### config.mk
export PLATFORM = sky130hd
export DESIGN_NAME = adc_scan_snapshot_calibrator
export DESIGN_NICKNAME = d
export VERILOG_FILES = /design/src/sv/asc_pkg.sv /design/src/sv/adc_scan_snapshot_calibrator.sv /design/src/sv/asc_ctrl.sv /design/src/sv/asc_dp.sv
export SDC_FILE = /design/constraint.sdc
export NUM_CORES = 1
export LEC_CHECK = 0
export BUFFER_PORTS_ARGS = -buffer_cell sky130_fd_sc_hd__buf_4
export CAP_MARGIN = 20
export CORE_AREA = 2 2 286 288
export DETAILED_ROUTE_END_ITERATION = 7
export DIE_AREA = 0 0 288 290
export MAX_ROUTING_LAYER = met4
export SETUP_SLACK_MARGIN = 0.5
export SLEW_MARGIN = 10
export SYNTH_ARGS = -nofsm -noshare
export SYNTH_HDL_FRONTEND = slang
export SYNTH_SLANG_ARGS = --single-unit
export TNS_END_PERCENT = 1
### constraint.sdc
create_clock -name clk -period 5 [get_ports clk]
set_clock_uncertainty 0.05 [all_clocks]
set_input_delay 1 -clock clk [delete_from_list [all_inputs] [get_ports clk]]
set_output_delay 1 -clock clk [all_outputs]
set_load 0.02 [all_outputs]
### src/sv/asc_pkg.sv
// Shared constants, beat types, command codes and helpers for the ADC scan calibrator.
`timescale 1ns / 1ps

package asc_pkg;

    localparam int SCAN_LENGTH    = 6;
    localparam int STORE_CHANNELS = 8;
    localparam int SAMPLE_BITS    = 10;

    localparam int CH_W       = 3;
    localparam int POS_W      = 3;
    localparam int ROUNDS_W   = 8;
    localparam int ORDER_W    = 18;
    localparam int CFG_IDX_W  = 1;
    localparam int CFG_DATA_W = 18;

    localparam int N_OUT      = (STORE_CHANNELS < 8) ? STORE_CHANNELS : 8;
    localparam int IDX_W      = $clog2(STORE_CHANNELS);
    localparam int SUM_W      = SAMPLE_BITS + 8;
    localparam int DIVIDEND_W = SUM_W + 1;
    localparam int REM_W      = ROUNDS_W;
    localparam int DCNT_W     = $clog2(DIVIDEND_W);

    typedef enum logic [1:0] {
        CMD_CONV  = 2'd0,
        CMD_CLEAR = 2'd1,
        CMD_CALIB = 2'd2,
        CMD_NOP   = 2'd3
    } cmd_t;

    typedef enum logic [CFG_IDX_W-1:0] {
        REG_ORDERED_MODE  = 1'b0,
        REG_CHANNEL_ORDER = 1'b1
    } cfg_reg_t;

    typedef struct packed {
        cmd_t                   command;
        logic [SAMPLE_BITS-1:0] sample;
        logic [ROUNDS_W-1:0]    calib_rounds;
    } in_beat_t;

    typedef struct packed {
        logic [CH_W-1:0]        next_channel;
        logic [ROUNDS_W-1:0]    round_count;
        logic                   calibrating;
        logic [CH_W-1:0]        channel_index;
        logic [SAMPLE_BITS-1:0] channel_value;
        logic [SAMPLE_BITS-1:0] channel_offset;
        logic                   last;
    } out_beat_t;

    // controller to datapath
    typedef struct packed {
        logic             accept;
        logic             exec;
        logic             round;
        logic             div_load;
        logic             div_step;
        logic             div_store;
        logic             calib_done;
        logic             load_single;
        logic             load_emit;
        logic [IDX_W-1:0] idx;
    } dp_cmd_t;

    // datapath to controller
    typedef struct packed {
        logic is_conv;
        logic wrap;
        logic calib_finish;
        logic out_free;
    } dp_stat_t;

    function automatic logic [CH_W-1:0] chan_of(input logic mode,
                                                 input logic [ORDER_W-1:0] order,
                                                 input logic [POS_W-1:0] pos);
        logic [3*8-1:0] ext;
        ext = {{(3*8-ORDER_W){1'b0}}, order};
        return mode ? ext[3*int'(pos) +: CH_W] : pos;
    endfunction

endpackage

### src/sv/adc_scan_snapshot_calibrator.sv
// Top level of the ADC round-robin scan calibrator.
// Usage:
//   item channel (item_valid/item_stall/item) takes one command beat at a time:
//   a conversion result, a round counter clear or a calibration start.
//   result channel (result_valid/result_stall/result) returns the result beats;
//   last marks the final beat caused by one command.
//   cfg_write/cfg_index/cfg_data write ordered_mode (0) and channel_order (1);
//   write only while no command is in flight.
// Timing:
//   one command is worked at a time by the state machine. A status command or a
//   conversion that does not end a round goes from idle through exec and single.
//   A conversion that ends a round goes through round and emit, giving 8 beats.
//   The round that ends a calibration first divides all 8 channels in the shared
//   bit-serial divider (load, 19 quotient bits and store per channel).
//   The result register holds one beat; a new command is accepted while that
//   beat still waits. When the receiver stalls, the sequencer waits at the
//   register and item_stall stays high until its last beat is loaded there.
// Reset: stores, counters and position clear, ordered_mode returns to 1,
//   no beat is pending, and the block is ready at once.
`timescale 1ns / 1ps

module adc_scan_snapshot_calibrator
    import asc_pkg::*;
(
    input  logic                  clk,
    input  logic                  rst_n,
    input  logic                  cfg_write,
    input  logic [CFG_IDX_W-1:0]  cfg_index,
    input  logic [CFG_DATA_W-1:0] cfg_data,
    input  logic                  item_valid,
    output logic                  item_stall,
    input  in_beat_t              item,
    output logic                  result_valid,
    input  logic                  result_stall,
    output out_beat_t             result
);

    dp_cmd_t  cmd;
    dp_stat_t stat;

    asc_ctrl u_ctrl (
        .clk        (clk),
        .rst_n      (rst_n),
        .item_valid (item_valid),
        .item_stall (item_stall),
        .stat       (stat),
        .cmd        (cmd)
    );

    asc_dp u_dp (
        .clk          (clk),
        .rst_n        (rst_n),
        .cfg_write    (cfg_write),
        .cfg_index    (cfg_index),
        .cfg_data     (cfg_data),
        .item         (item),
        .result_valid (result_valid),
        .result_stall (result_stall),
        .result       (result),
        .cmd          (cmd),
        .stat         (stat)
    );

endmodule

### src/sv/asc_ctrl.sv
// Sequencing state machine for the ADC scan calibrator.
`timescale 1ns / 1ps

module asc_ctrl
    import asc_pkg::*;
(
    input  logic     clk,
    input  logic     rst_n,
    input  logic     item_valid,
    output logic     item_stall,
    input  dp_stat_t stat,
    output dp_cmd_t  cmd
);

    typedef enum logic [7:0] {
        S_IDLE      = 8'b0000_0001,
        S_EXEC      = 8'b0000_0010,
        S_ROUND     = 8'b0000_0100,
        S_DIV_LOAD  = 8'b0000_1000,
        S_DIV_STEP  = 8'b0001_0000,
        S_DIV_STORE = 8'b0010_0000,
        S_EMIT      = 8'b0100_0000,
        S_SINGLE    = 8'b1000_0000
    } state_t;

    state_t             state_reg, state_next;
    logic [IDX_W-1:0]   idx_reg, idx_next;
    logic [DCNT_W-1:0]  bit_reg, bit_next;

    assign item_stall = (state_reg != S_IDLE);

    always_comb
    begin
        state_next = state_reg;
        idx_next   = idx_reg;
        bit_next   = bit_reg;
        cmd        = '0;
        cmd.idx    = idx_reg;
        unique case (state_reg)
            S_IDLE:
            begin
                if (item_valid)
                begin
                    cmd.accept = 1'b1;
                    state_next = S_EXEC;
                end
            end
            S_EXEC:
            begin
                cmd.exec = 1'b1;
                if (stat.is_conv && stat.wrap)
                    state_next = S_ROUND;
                else
                    state_next = S_SINGLE;
            end
            S_ROUND:
            begin
                cmd.round  = 1'b1;
                idx_next   = '0;
                state_next = stat.calib_finish ? S_DIV_LOAD : S_EMIT;
            end
            S_DIV_LOAD:
            begin
                cmd.div_load = 1'b1;
                bit_next     = '0;
                state_next   = S_DIV_STEP;
            end
            S_DIV_STEP:
            begin
                cmd.div_step = 1'b1;
                bit_next     = bit_reg + 1'b1;
                if (bit_reg == DCNT_W'(DIVIDEND_W - 1))
                    state_next = S_DIV_STORE;
            end
            S_DIV_STORE:
            begin
                cmd.div_store = 1'b1;
                if (idx_reg == IDX_W'(STORE_CHANNELS - 1))
                begin
                    cmd.calib_done = 1'b1;
                    idx_next       = '0;
                    state_next     = S_EMIT;
                end
                else
                begin
                    idx_next   = idx_reg + 1'b1;
                    state_next = S_DIV_LOAD;
                end
            end
            S_EMIT:
            begin
                if (stat.out_free)
                begin
                    cmd.load_emit = 1'b1;
                    if (idx_reg == IDX_W'(N_OUT - 1))
                    begin
                        idx_next   = '0;
                        state_next = S_IDLE;
                    end
                    else
                    begin
                        idx_next = idx_reg + 1'b1;
                    end
                end
            end
            S_SINGLE:
            begin
                if (stat.out_free)
                begin
                    cmd.load_single = 1'b1;
                    state_next      = S_IDLE;
                end
            end
            default:
            begin
                state_next = S_IDLE;
            end
        endcase
    end

    always_ff @(posedge clk or negedge rst_n)
    begin
        if (!rst_n)
        begin
            state_reg <= S_IDLE;
            idx_reg   <= '0;
            bit_reg   <= '0;
        end
        else
        begin
            state_reg <= state_next;
            idx_reg   <= idx_next;
            bit_reg   <= bit_next;
        end
    end

    a_accept_exec: assert property (@(posedge clk) disable iff (!rst_n)
        cmd.accept |=> state_reg == S_EXEC)
        else $error("accepted beat not executed next cycle");

    a_bit_range: assert property (@(posedge clk) disable iff (!rst_n)
        state_reg == S_DIV_STEP |-> bit_reg < DCNT_W'(DIVIDEND_W))
        else $error("divider step count overrun");

    a_round_follow: assert property (@(posedge clk) disable iff (!rst_n)
        state_reg == S_ROUND |=> (state_reg == S_DIV_LOAD || state_reg == S_EMIT))
        else $error("round update not followed by divide or emit");

endmodule

### src/sv/asc_dp.sv
// Stores, scan position, calibration accumulators, divider and result register.
`timescale 1ns / 1ps

module asc_dp
    import asc_pkg::*;
(
    input  logic                  clk,
    input  logic                  rst_n,
    input  logic                  cfg_write,
    input  logic [CFG_IDX_W-1:0]  cfg_index,
    input  logic [CFG_DATA_W-1:0] cfg_data,
    input  in_beat_t              item,
    output logic                  result_valid,
    input  logic                  result_stall,
    output out_beat_t             result,
    input  dp_cmd_t               cmd,
    output dp_stat_t              stat
);

    logic                   ordered_mode_reg;
    logic [ORDER_W-1:0]     channel_order_reg;
    logic [SAMPLE_BITS-1:0] working_reg  [STORE_CHANNELS];
    logic [SAMPLE_BITS-1:0] snapshot_reg [STORE_CHANNELS];
    logic [SAMPLE_BITS-1:0] offset_reg   [STORE_CHANNELS];
    logic [SUM_W-1:0]       sum_reg      [STORE_CHANNELS];
    logic [POS_W-1:0]       pos_reg, pos_next;
    logic [ROUNDS_W-1:0]    rounds_reg;
    logic                   active_reg;
    logic [ROUNDS_W-1:0]    target_reg;
    logic [ROUNDS_W-1:0]    progress_reg, progress_next;
    in_beat_t               in_reg;
    logic [CH_W-1:0]        conv_ch_reg;
    logic [REM_W-1:0]       div_rem_reg, div_rem_next;
    logic [DIVIDEND_W-1:0]  div_quo_reg;
    logic                   div_bit;
    logic [REM_W:0]         trial;
    logic [REM_W:0]         diff;
    out_beat_t              out_reg, out_next;
    logic                   out_valid_reg;
    logic [CH_W-1:0]        cur_ch;
    logic                   cur_in_store;
    logic                   conv_in_store;
    logic                   calib_start;

    assign cur_ch        = chan_of(ordered_mode_reg, channel_order_reg, pos_reg);
    assign cur_in_store  = 32'(cur_ch) < STORE_CHANNELS;
    assign conv_in_store = 32'(conv_ch_reg) < STORE_CHANNELS;
    assign pos_next      = stat.wrap ? '0 : pos_reg + 1'b1;
    assign progress_next = progress_reg + 1'b1;
    assign calib_start   = (in_reg.command == CMD_CALIB) && (in_reg.calib_rounds != '0);

    assign stat.is_conv      = (in_reg.command == CMD_CONV);
    assign stat.wrap         = 32'(pos_reg) + 1 >= SCAN_LENGTH;
    assign stat.calib_finish = active_reg && (progress_next >= target_reg);
    assign stat.out_free     = !out_valid_reg || !result_stall;

    // restoring divider, one quotient bit per step
    assign trial        = {div_rem_reg, div_quo_reg[DIVIDEND_W-1]};
    assign diff         = trial - {1'b0, target_reg};
    assign div_bit      = (trial >= {1'b0, target_reg});
    assign div_rem_next = div_bit ? diff[REM_W-1:0] : trial[REM_W-1:0];

    always_ff @(posedge clk or negedge rst_n)
    begin
        if (!rst_n)
        begin
            ordered_mode_reg  <= 1'b1;
            channel_order_reg <= '0;
        end
        else if (cfg_write)
        begin
            unique case (cfg_reg_t'(cfg_index))
                REG_ORDERED_MODE:  ordered_mode_reg  <= cfg_data[0];
                REG_CHANNEL_ORDER: channel_order_reg <= cfg_data[ORDER_W-1:0];
                default:           ordered_mode_reg  <= ordered_mode_reg;
            endcase
        end
    end

    always_ff @(posedge clk)
    begin
        if (cmd.accept)
            in_reg <= item;
        if (cmd.exec)
            conv_ch_reg <= cur_ch;
        if (cmd.div_load)
        begin
            div_rem_reg <= '0;
            div_quo_reg <= DIVIDEND_W'(sum_reg[cmd.idx]) + DIVIDEND_W'(target_reg >> 1);
        end
        else if (cmd.div_step)
        begin
            div_rem_reg <= div_rem_next;
            div_quo_reg <= {div_quo_reg[DIVIDEND_W-2:0], div_bit};
        end
    end

    always_ff @(posedge clk or negedge rst_n)
    begin
        if (!rst_n)
        begin
            for (int i = 0; i < STORE_CHANNELS; i++)
            begin
                working_reg[i]  <= '0;
                snapshot_reg[i] <= '0;
                offset_reg[i]   <= '0;
                sum_reg[i]      <= '0;
            end
            pos_reg      <= '0;
            rounds_reg   <= '0;
            active_reg   <= 1'b0;
            target_reg   <= ROUNDS_W'(1);
            progress_reg <= '0;
        end
        else
        begin
            if (cmd.exec)
            begin
                unique case (in_reg.command)
                    CMD_CONV:
                    begin
                        if (cur_in_store)
                            working_reg[IDX_W'(cur_ch)] <= in_reg.sample;
                        pos_reg <= pos_next;
                    end
                    CMD_CLEAR:
                    begin
                        rounds_reg <= '0;
                    end
                    CMD_CALIB:
                    begin
                        if (calib_start)
                        begin
                            for (int i = 0; i < STORE_CHANNELS; i++)
                                sum_reg[i] <= '0;
                            progress_reg <= '0;
                            target_reg   <= in_reg.calib_rounds;
                            active_reg   <= 1'b1;
                            rounds_reg   <= '0;
                        end
                    end
                    CMD_NOP:
                    begin
                        rounds_reg <= rounds_reg;
                    end
                    default:
                    begin
                        rounds_reg <= rounds_reg;
                    end
                endcase
            end
            if (cmd.round)
            begin
                for (int i = 0; i < STORE_CHANNELS; i++)
                    snapshot_reg[i] <= working_reg[i];
                rounds_reg <= rounds_reg + 1'b1;
                if (active_reg)
                begin
                    for (int i = 0; i < STORE_CHANNELS; i++)
                        sum_reg[i] <= sum_reg[i] + SUM_W'(working_reg[i]);
                    progress_reg <= progress_next;
                end
            end
            if (cmd.div_store)
                offset_reg[cmd.idx] <= div_quo_reg[SAMPLE_BITS-1:0];
            if (cmd.calib_done)
                active_reg <= 1'b0;
        end
    end

    always_comb
    begin
        out_next              = out_reg;
        out_next.next_channel = cur_ch;
        out_next.round_count  = rounds_reg;
        out_next.calibrating  = active_reg;
        if (cmd.load_emit)
        begin
            out_next.channel_index  = CH_W'(cmd.idx);
            out_next.channel_value  = snapshot_reg[cmd.idx];
            out_next.channel_offset = offset_reg[cmd.idx];
            out_next.last           = (cmd.idx == IDX_W'(N_OUT - 1));
        end
        else
        begin
            out_next.last = 1'b1;
            if (stat.is_conv)
            begin
                out_next.channel_index  = conv_ch_reg;
                out_next.channel_value  = in_reg.sample;
                out_next.channel_offset = conv_in_store ?
                                          offset_reg[IDX_W'(conv_ch_reg)] : '0;
            end
            else
            begin
                out_next.channel_index  = '0;
                out_next.channel_value  = '0;
                out_next.channel_offset = '0;
            end
        end
    end

    always_ff @(posedge clk)
    begin
        if (cmd.load_emit || cmd.load_single)
            out_reg <= out_next;
    end

    always_ff @(posedge clk or negedge rst_n)
    begin
        if (!rst_n)
            out_valid_reg <= 1'b0;
        else if (cmd.load_emit || cmd.load_single)
            out_valid_reg <= 1'b1;
        else if (!result_stall)
            out_valid_reg <= 1'b0;
    end

    assign result_valid = out_valid_reg;
    assign result       = out_reg;

    a_load_free: assert property (@(posedge clk) disable iff (!rst_n)
        (cmd.load_emit || cmd.load_single) |-> stat.out_free)
        else $error("result register overwritten while held");

    a_div_active: assert property (@(posedge clk) disable iff (!rst_n)
        cmd.div_load |-> active_reg && target_reg != '0)
        else $error("divide started without active calibration");

    a_round_wrap: assert property (@(posedge clk) disable iff (!rst_n)
        cmd.round |-> pos_reg == '0)
        else $error("round update without scan wrap");

endmodule
==> flow_metrics.py, run 1 <==
metrics = {
    "timing": {
        "slew_headroom": 0.2750,
        "final-setup-viol-count": 0,
        "fmax_ghz": 0.2344,
        "fin_ws_ns": 0.7344,
        "post-route-period-util": 0.8531,
        "hold_violations": 0,
        "drv_slew": 0,
        "rsz0062_at_grt": "false",
        "fin_crit_ns": 4.266,
        "worstMarginPinSlew_ns": 1.073,
        "finalSetupTns_ns": 0,
    },
    "global_routing": {
        "grt_usage": 0.2183,
        "grt_pass1_vias": 21251,
        "grt_antenna_before_repair": 0,
        "grt_max_degree": 117,
        "grt_pass1_wl_um": 135200,
        "grt_overflow_total": 0,
    },
    "finish": {
        "diodes": 0,
        "largest_register_ff_count": 144,
        "layout-drive-gt1-share": 0.1913,
        "layout-area-overhead-vs-synth_pct": 14.44,
        "layout.nets": 2802,
        "post-route-util": 0.3980,
    },
    "setup_path": {
        "critical_path_class": "reg -> reg",
        "start_kind": "register",
        "worst_setup_path_end_kind": "register",
        "rrSetupSlack_ns": 0.73,
        "cp.arrival_ns": 4.68,
        "critical_path.startpoint": "u_ctrl.idx_reg[2]",
        "worstReg2RegEnd": "u_dp.div_quo_reg[16]",
        "r2r_start": "u_ctrl.idx_reg[2]",
        "crit_required_ns": 5.41,
        "r2r_cells": 13,
        "cp_slowest_cell": "dfrtp_4",
        "worstPathCellList": "inv_1 -> nor3_2 -> buf_4 -> a22oi_1 -> and4_1 -> fa_1 -> nor2b_1 -> o31a_1 -> o22ai_1 -> nor2_1 -> nand4_1 -> o21a_1 -> o31ai_1",
        "critical-path-max-stage-delay_ns": 0.69,
        "crit_fanout": 28,
    },
    "pwr": {
        "powerDensity_nw_per_um2": 370.8,
        "ir_worst_vdd_mv": 0.2584,
        "finalPower_w": 0.01183,
        "p_leak_nw": 14.77,
    },
    "synth": {
        "yosysTopAreaCellShare": 0.3995,
        "synth_edf_count": 78,
        "netlist-cell-type-count": 89,
        "ys_seq_area_frac": 0.4921,
        "ys.flop_type": "dfrtp_1",
        "syn_nets": 2734,
        "yosys-top-cells-area": "dfrtp_1 40%, edfxtp_1 8.4%, mux2_2 8.2%, nand2_1 6.4%, ha_1 5.0%",
        "synthesis.area_um2": 27870,
        "syn_inst": 2569,
        "yosysTopAreaCell": "dfrtp_1",
        "postSynthAreaPerCell_um2": 10.85,
        "ys_warn_count": 0,
        "async_flop_share": 0.8390,
        "synth_seq_cells": 534,
    },
    "clock_tree": {
        "path_clk_slew_ns": 0.06,
        "clock_sinks": 534,
        "cts_max_path_buffers": 3,
        "clk_latency_ns": 0.65,
        "root_buffer": "clkbuf_16",
        "hold_buffers": 0,
        "numCtsBuffers": 58,
        "h-tree-depth": 2,
        "cts_tree": "built",
    },
    "placed_design": {
        "gp_congestion": 0.9374,
        "dp_slack_ns": 0.6187,
        "numPortBuffers": 81,
        "dp_hpwl_um": 63890,
    },
    "routing": {
        "vias": 21313,
        "ant_nets": 0,
        "wl_um": 89070,
        "wire_per_inst_um": 23.77,
        "vias_per_cell": 5.688,
        "drtIter0Drc": 2130,
        "first_pass_iters": 6,
        "drc_errors": 0,
    },
    "die": {
        "core_um2": 80160,
        "die_area_um2": 83520,
        "num_rows": 104,
        "start_util": 0.3477,
        "die_height_um": 290,
        "die_w_um": 288,
        "ios": 82,
    },
    "run": {
        "cap_violations": 0,
    },
    "outcome": {
        "status": "finished, final reports clean",
    },
    "hold_path": {
        "hold_class": "in -> async",
    },
}
synthesized netlist by cell type, types with 8 or more instances:
library cell / number
a21oi_1: 71
clkbuf_1: 82
a211oi_1: 11
nand2b_1: 13
a22o_1: 33
nand4_1: 17
dfrtp_1: 445
o21ai_0: 149
edfxtp_1: 78
ha_1: 111
a21o_1: 47
dfxtp_1: 8
inv_1: 44
o21bai_1: 10
buf_2: 18
and2_1: 18
o21a_1: 14
mux4_2: 30
mux2i_1: 60
a31oi_1: 14
a221oi_1: 24
nor2b_1: 18
o31ai_1: 36
a31o_2: 11
nand2_1: 477
buf_1: 10
fa_1: 10
xor2_1: 36
o211ai_1: 29
mux2_2: 203
nor3_1: 25
xnor2_1: 50
a41oi_1: 12
a22oi_1: 73
nor2_1: 75
nand3_1: 54
and3_1: 22
critical path, delay by kind of cell (launching register included):
family / cells / cell delay (ns)
adders and majority gates: 1 / 0.44
buffers and inverters: 2 / 0.68
and+or+nand+nor: 5 / 1.35
AOI/OAI and AO/OA: 5 / 0.86
DFF: 1 / 0.69
worst max-delay path by stage:
stage / slack (ns) / depth (start not counted) / to
after floorplan: 1.08 / 20 / u_dp.div_quo_reg[16]
final: 0.73 / 13 / u_dp.div_quo_reg[16]
after CTS: 0.58 / 14 / u_dp.div_quo_reg[16]
after global placement: 0.66 / 14 / u_dp.div_quo_reg[16]
after global routing: 0.56 / 13 / u_dp.div_quo_reg[16]
after detailed placement: 0.62 / 14 / u_dp.div_quo_reg[16]
layout by cell type, fill, tap and decap left out, types with 30 or more instances in the layout:
cell,instances
ha_1,111
inv_1,44
mux4_2,30
nand3_1,53
dfrtp_1,443
mux2_2,203
buf_4,116
xnor2_1,50
clkbuf_16,59
o31ai_1,36
a21oi_1,70
a21o_1,47
a22oi_1,73
nor2_1,72
a22o_1,33
edfxtp_1,78
xor2_1,36
nand2_1,476
o21ai_0,149
mux2i_1,60
report_power, final:
group          internal [W]  switching, W  total, W
sequential          0.00478      0.000487   0.00526
combinational      0.000786       0.00110   0.00188
clock               0.00277       0.00191   0.00468
cell families (layout without fill, tap and decap cells):
logic type | Yosys count | in the layout | synth area share
muxes | 293 | 293 | 0.1278
xor gates and xnor gates | 86 | 86 | 0.02702
and+or+nand+nor | 782 | 782 | 0.1264
AOI/OAI and AO/OA | 590 | 590 | 0.1454
adders and majority gates | 121 | 121 | 0.05701
DFF | 534 | 534 | 0.4921
buffers and inverters | 163 | 281 | 0.02428
cell type report:
cell class / instances / area [µm²]
clock buffers: 79 / 1642
clock inverters: 31 / 436.7
fillers: 7747 / 48260
inverters: 45 / 168.9
multi-input cells: 1872 / 13560
flip-flops and latches: 534 / 13720
well taps: 1060 / 1326
repair buffers: 126 / 1041
repair_timing:
| item | CTS | global route |
|---|---|---|
| resized for setup | 0 | 2 |
| endpoints found under the setup margin | 0 | 5 |
| setup buffers | 0 | 3 |
per-layer routing:
layer | share of wire | vias up | track usage | wire length [µm]
li1 | - | 9566 | - | -
met1 | 0.44 | 10828 | 0.3005 | 39520
met2 | 0.46 | 749 | 0.3321 | 41110
met3 | 0.058 | 170 | 0.02602 | 5144
met4 | 0.037 | 0 | 0.07696 | 3302
met5 | 0 | - | - | 0
metrics by stage:
step / std cells / area [µm²] / hold WS (ns)
final: 3747 / 31900 / 0.3441
after global routing: 3747 / 31900 / 0.4077
after CTS: 3743 / 31860 / 0.3732
after detailed placement: 3633 / 29790 / 0.4025
after global placement: 3630 / 29740 / 0.4009
after floorplan: 2569 / 27870 / 0.3764
Note: power is estimated with default switching activity, not from simulation.
==> run 2, diff against run 1 <==
- CORE_AREA: 2 2 286 288 -> 2 2 308 310
- DIE_AREA: 0 0 288 290 -> 0 0 310 312
==> run 2 against run 1 <==
  * Critical endpoint unchanged
  * First-iteration DRC count fell by 8.7%
  * Final cell count up 5.1%
  * Total power down 1.7%
  * Critical path depth up 1
  * Non-clock buffer count down 3
  * Highest routed layer unchanged
  * Combinational power barely moved
  * Count of clock-buffer cells in the layout grew 8
  * Hold slack better by 0.0082 ns
  * Largest power group unchanged
  * Wire length shrank 2.0%
  * Die area rose by 16%
  * Sequential cell count did not move
  * Critical path type unchanged
==> flow_metrics.py, run 2 (synthesized netlist as in run 1, its figures left out) <==
metrics = {
    "die": {
        "die_area_um2": 96720,
        "num_rows": 112,
        "start_util": 0.2996,
        "ios": 82,
        "die_w_um": 310,
        "core_um2": 93050,
        "die_height_um": 312,
    },
    "pwr": {
        "p_leak_nw": 14.72,
        "powerDensity_nw_per_um2": 362.7,
        "ir_worst_vdd_mv": 0.2879,
    },
    "setup_path": {
        "critical_path_class": "reg -> reg",
        "crit_required_ns": 5.42,
        "crit_fanout": 15,
        "worst_setup_path_end_kind": "register",
        "cp.arrival_ns": 4.75,
        "start_kind": "register",
        "r2r_start": "u_ctrl.idx_reg[1]",
        "critical_path.startpoint": "u_ctrl.idx_reg[1]",
    },
    "placed_design": {
        "numPortBuffers": 81,
        "dp_hpwl_um": 61180,
        "gp_congestion": 0.9231,
    },
    "timing": {
        "hold_violations": 0,
        "fmax_ghz": 0.2309,
        "post-route-period-util": 0.8663,
        "rsz0062_at_grt": "false",
        "slew_headroom": 0.2402,
        "fin_crit_ns": 4.332,
        "final-setup-viol-count": 0,
        "drv_slew": 0,
        "worstMarginPinSlew_ns": 1.128,
        "finalSetupTns_ns": 0,
    },
    "routing": {
        "ant_nets": 0,
        "drc_errors": 0,
        "drtIter0Drc": 1945,
        "wl_um": 87320,
        "first_pass_iters": 7,
        "wire_per_inst_um": 22.17,
        "vias": 20935,
        "vias_per_cell": 5.315,
    },
    "run": {
        "cap_violations": 0,
    },
    "clock_tree": {
        "root_buffer": "clkbuf_16",
        "numCtsBuffers": 59,
        "clk_latency_ns": 0.64,
        "h-tree-depth": 2,
        "cts_max_path_buffers": 3,
        "path_clk_slew_ns": 0.06,
        "hold_buffers": 0,
        "cts_resized": 0,
        "post_cts_buffers": 0,
        "clock_sinks": 534,
        "cts_tree": "built",
    },
    "global_routing": {
        "grt_antenna_before_repair": 1,
        "grt_overflow_total": 0,
        "grt_pass1_wl_um": 131300,
        "grt_usage": 0.1847,
        "grt_pass1_vias": 19899,
        "grt_max_degree": 113,
    },
    "finish": {
        "final_common_cell": "nand2_1",
        "largest_register_ff_count": 144,
        "layout-area-overhead-vs-synth_pct": 14.99,
        "layout-drive-gt1-share": 0.1911,
        "fillCellCount": 9388,
        "post-route-util": 0.3445,
        "area.sequential_um2": 13720,
        "multiInputGateArea_um2": 13560,
        "mostFrequentLayoutCells": "476 x nand2_1, 443 x dfrtp_1, 203 x mux2_2, 149 x o21ai_0, 113 x buf_4",
        "layout.nets": 2800,
    },
    "hold_path": {
        "hold_class": "in -> async",
    },
    "outcome": {
        "status": "finished, final reports clean",
    },
}
==> run 2: cell types whose count changed in the layout (fill, tap and decap cells not counted), moves of 2 or more <==
cell	change
bufinv_16	-6
clkbuf_16	+5
buf_4	-3
clkbuf_8	+2
clkinv_1	-2
clkinv_4	-2
clkinv_8	-2
clkinvlp_4	+2
nor2_2	+2
==> run 2: worst max-delay path, stage by stage, from the launching register on <==
cell and delay (ns):
dfrtp_2 0.54, inv_1 0.35, nor2_2 0.82, a22oi_1 0.17, nand3_1 0.16, ha_1 0.17
inv_1 0.05, fa_1 0.39, nor2b_1 0.16, o31a_1 0.19, o22ai_1 0.12, nor2_1 0.29
nand4_1 0.26, o21a_1 0.25, o31ai_1 0.18
==> run 2: cell type report <==
cell class,count,share of cell area
Sequential cell,534,0.4280
Multi-Input combinational cell,1872,0.4232
Clock buffer,87,0.05610
Tap cell,1254,0.04895
Timing Repair Buffer,123,0.03154
Clock inverter,23,0.006831
Inverter,45,0.005270
Antenna cell,1,0.00007807
==> run 2: stage by stage <==
| step | hold WS (ns) | power [W] | area [µm²] | worst slack [ns] | cells |
|---|---|---|---|---|---|
| after floorplan | 0.3764 | 0.006373 | 27870 | 1.079 | 2569 |
| after global placement | 0.4022 | 0.007149 | 29990 | 0.9453 | 3824 |
| after detailed placement | 0.4061 | 0.007179 | 30010 | 0.8479 | 3826 |
| after CTS | 0.3506 | 0.01171 | 32020 | 0.8288 | 3936 |
| after global routing | 0.3898 | 0.01212 | 32050 | 0.5292 | 3939 |
| final | 0.3523 | 0.01163 | 32050 | 0.6684 | 3939 |
==> run 2: final timing paths <==
kind                                               to  slack (ns)  depth (start not counted)
worst min register to register  u_dp.snapshot_reg[78]        0.42                          2
min in group clk                u_dp.snapshot_reg[78]        0.42                          2
worst min-delay path                u_dp.sum_reg[141]        0.35                          1
worst max register to register   u_dp.div_quo_reg[16]        0.67                         14
max in group asynchronous        u_dp.working_reg[66]        3.44                          2
worst max-delay path             u_dp.div_quo_reg[16]        0.67                         14
==> run 2: per-layer routing <==
| metal | track usage | routed length [µm] |
|---|---|---|
| met2 | 0.2805 | 40120 |
| met1 | 0.2508 | 39000 |
| met5 | - | 0 |
| met4 | 0.05907 | 2713 |
| met3 | 0.03099 | 5481 |
==> run 2: power breakdown <==
group	total [W]	internal [W]	switching [W]	leakage, nW
Combinational	0.00187	0.000786	0.00108	6.78
Clock	0.00452	0.00265	0.00187	1.00
Sequential	0.00524	0.00478	0.000466	6.93
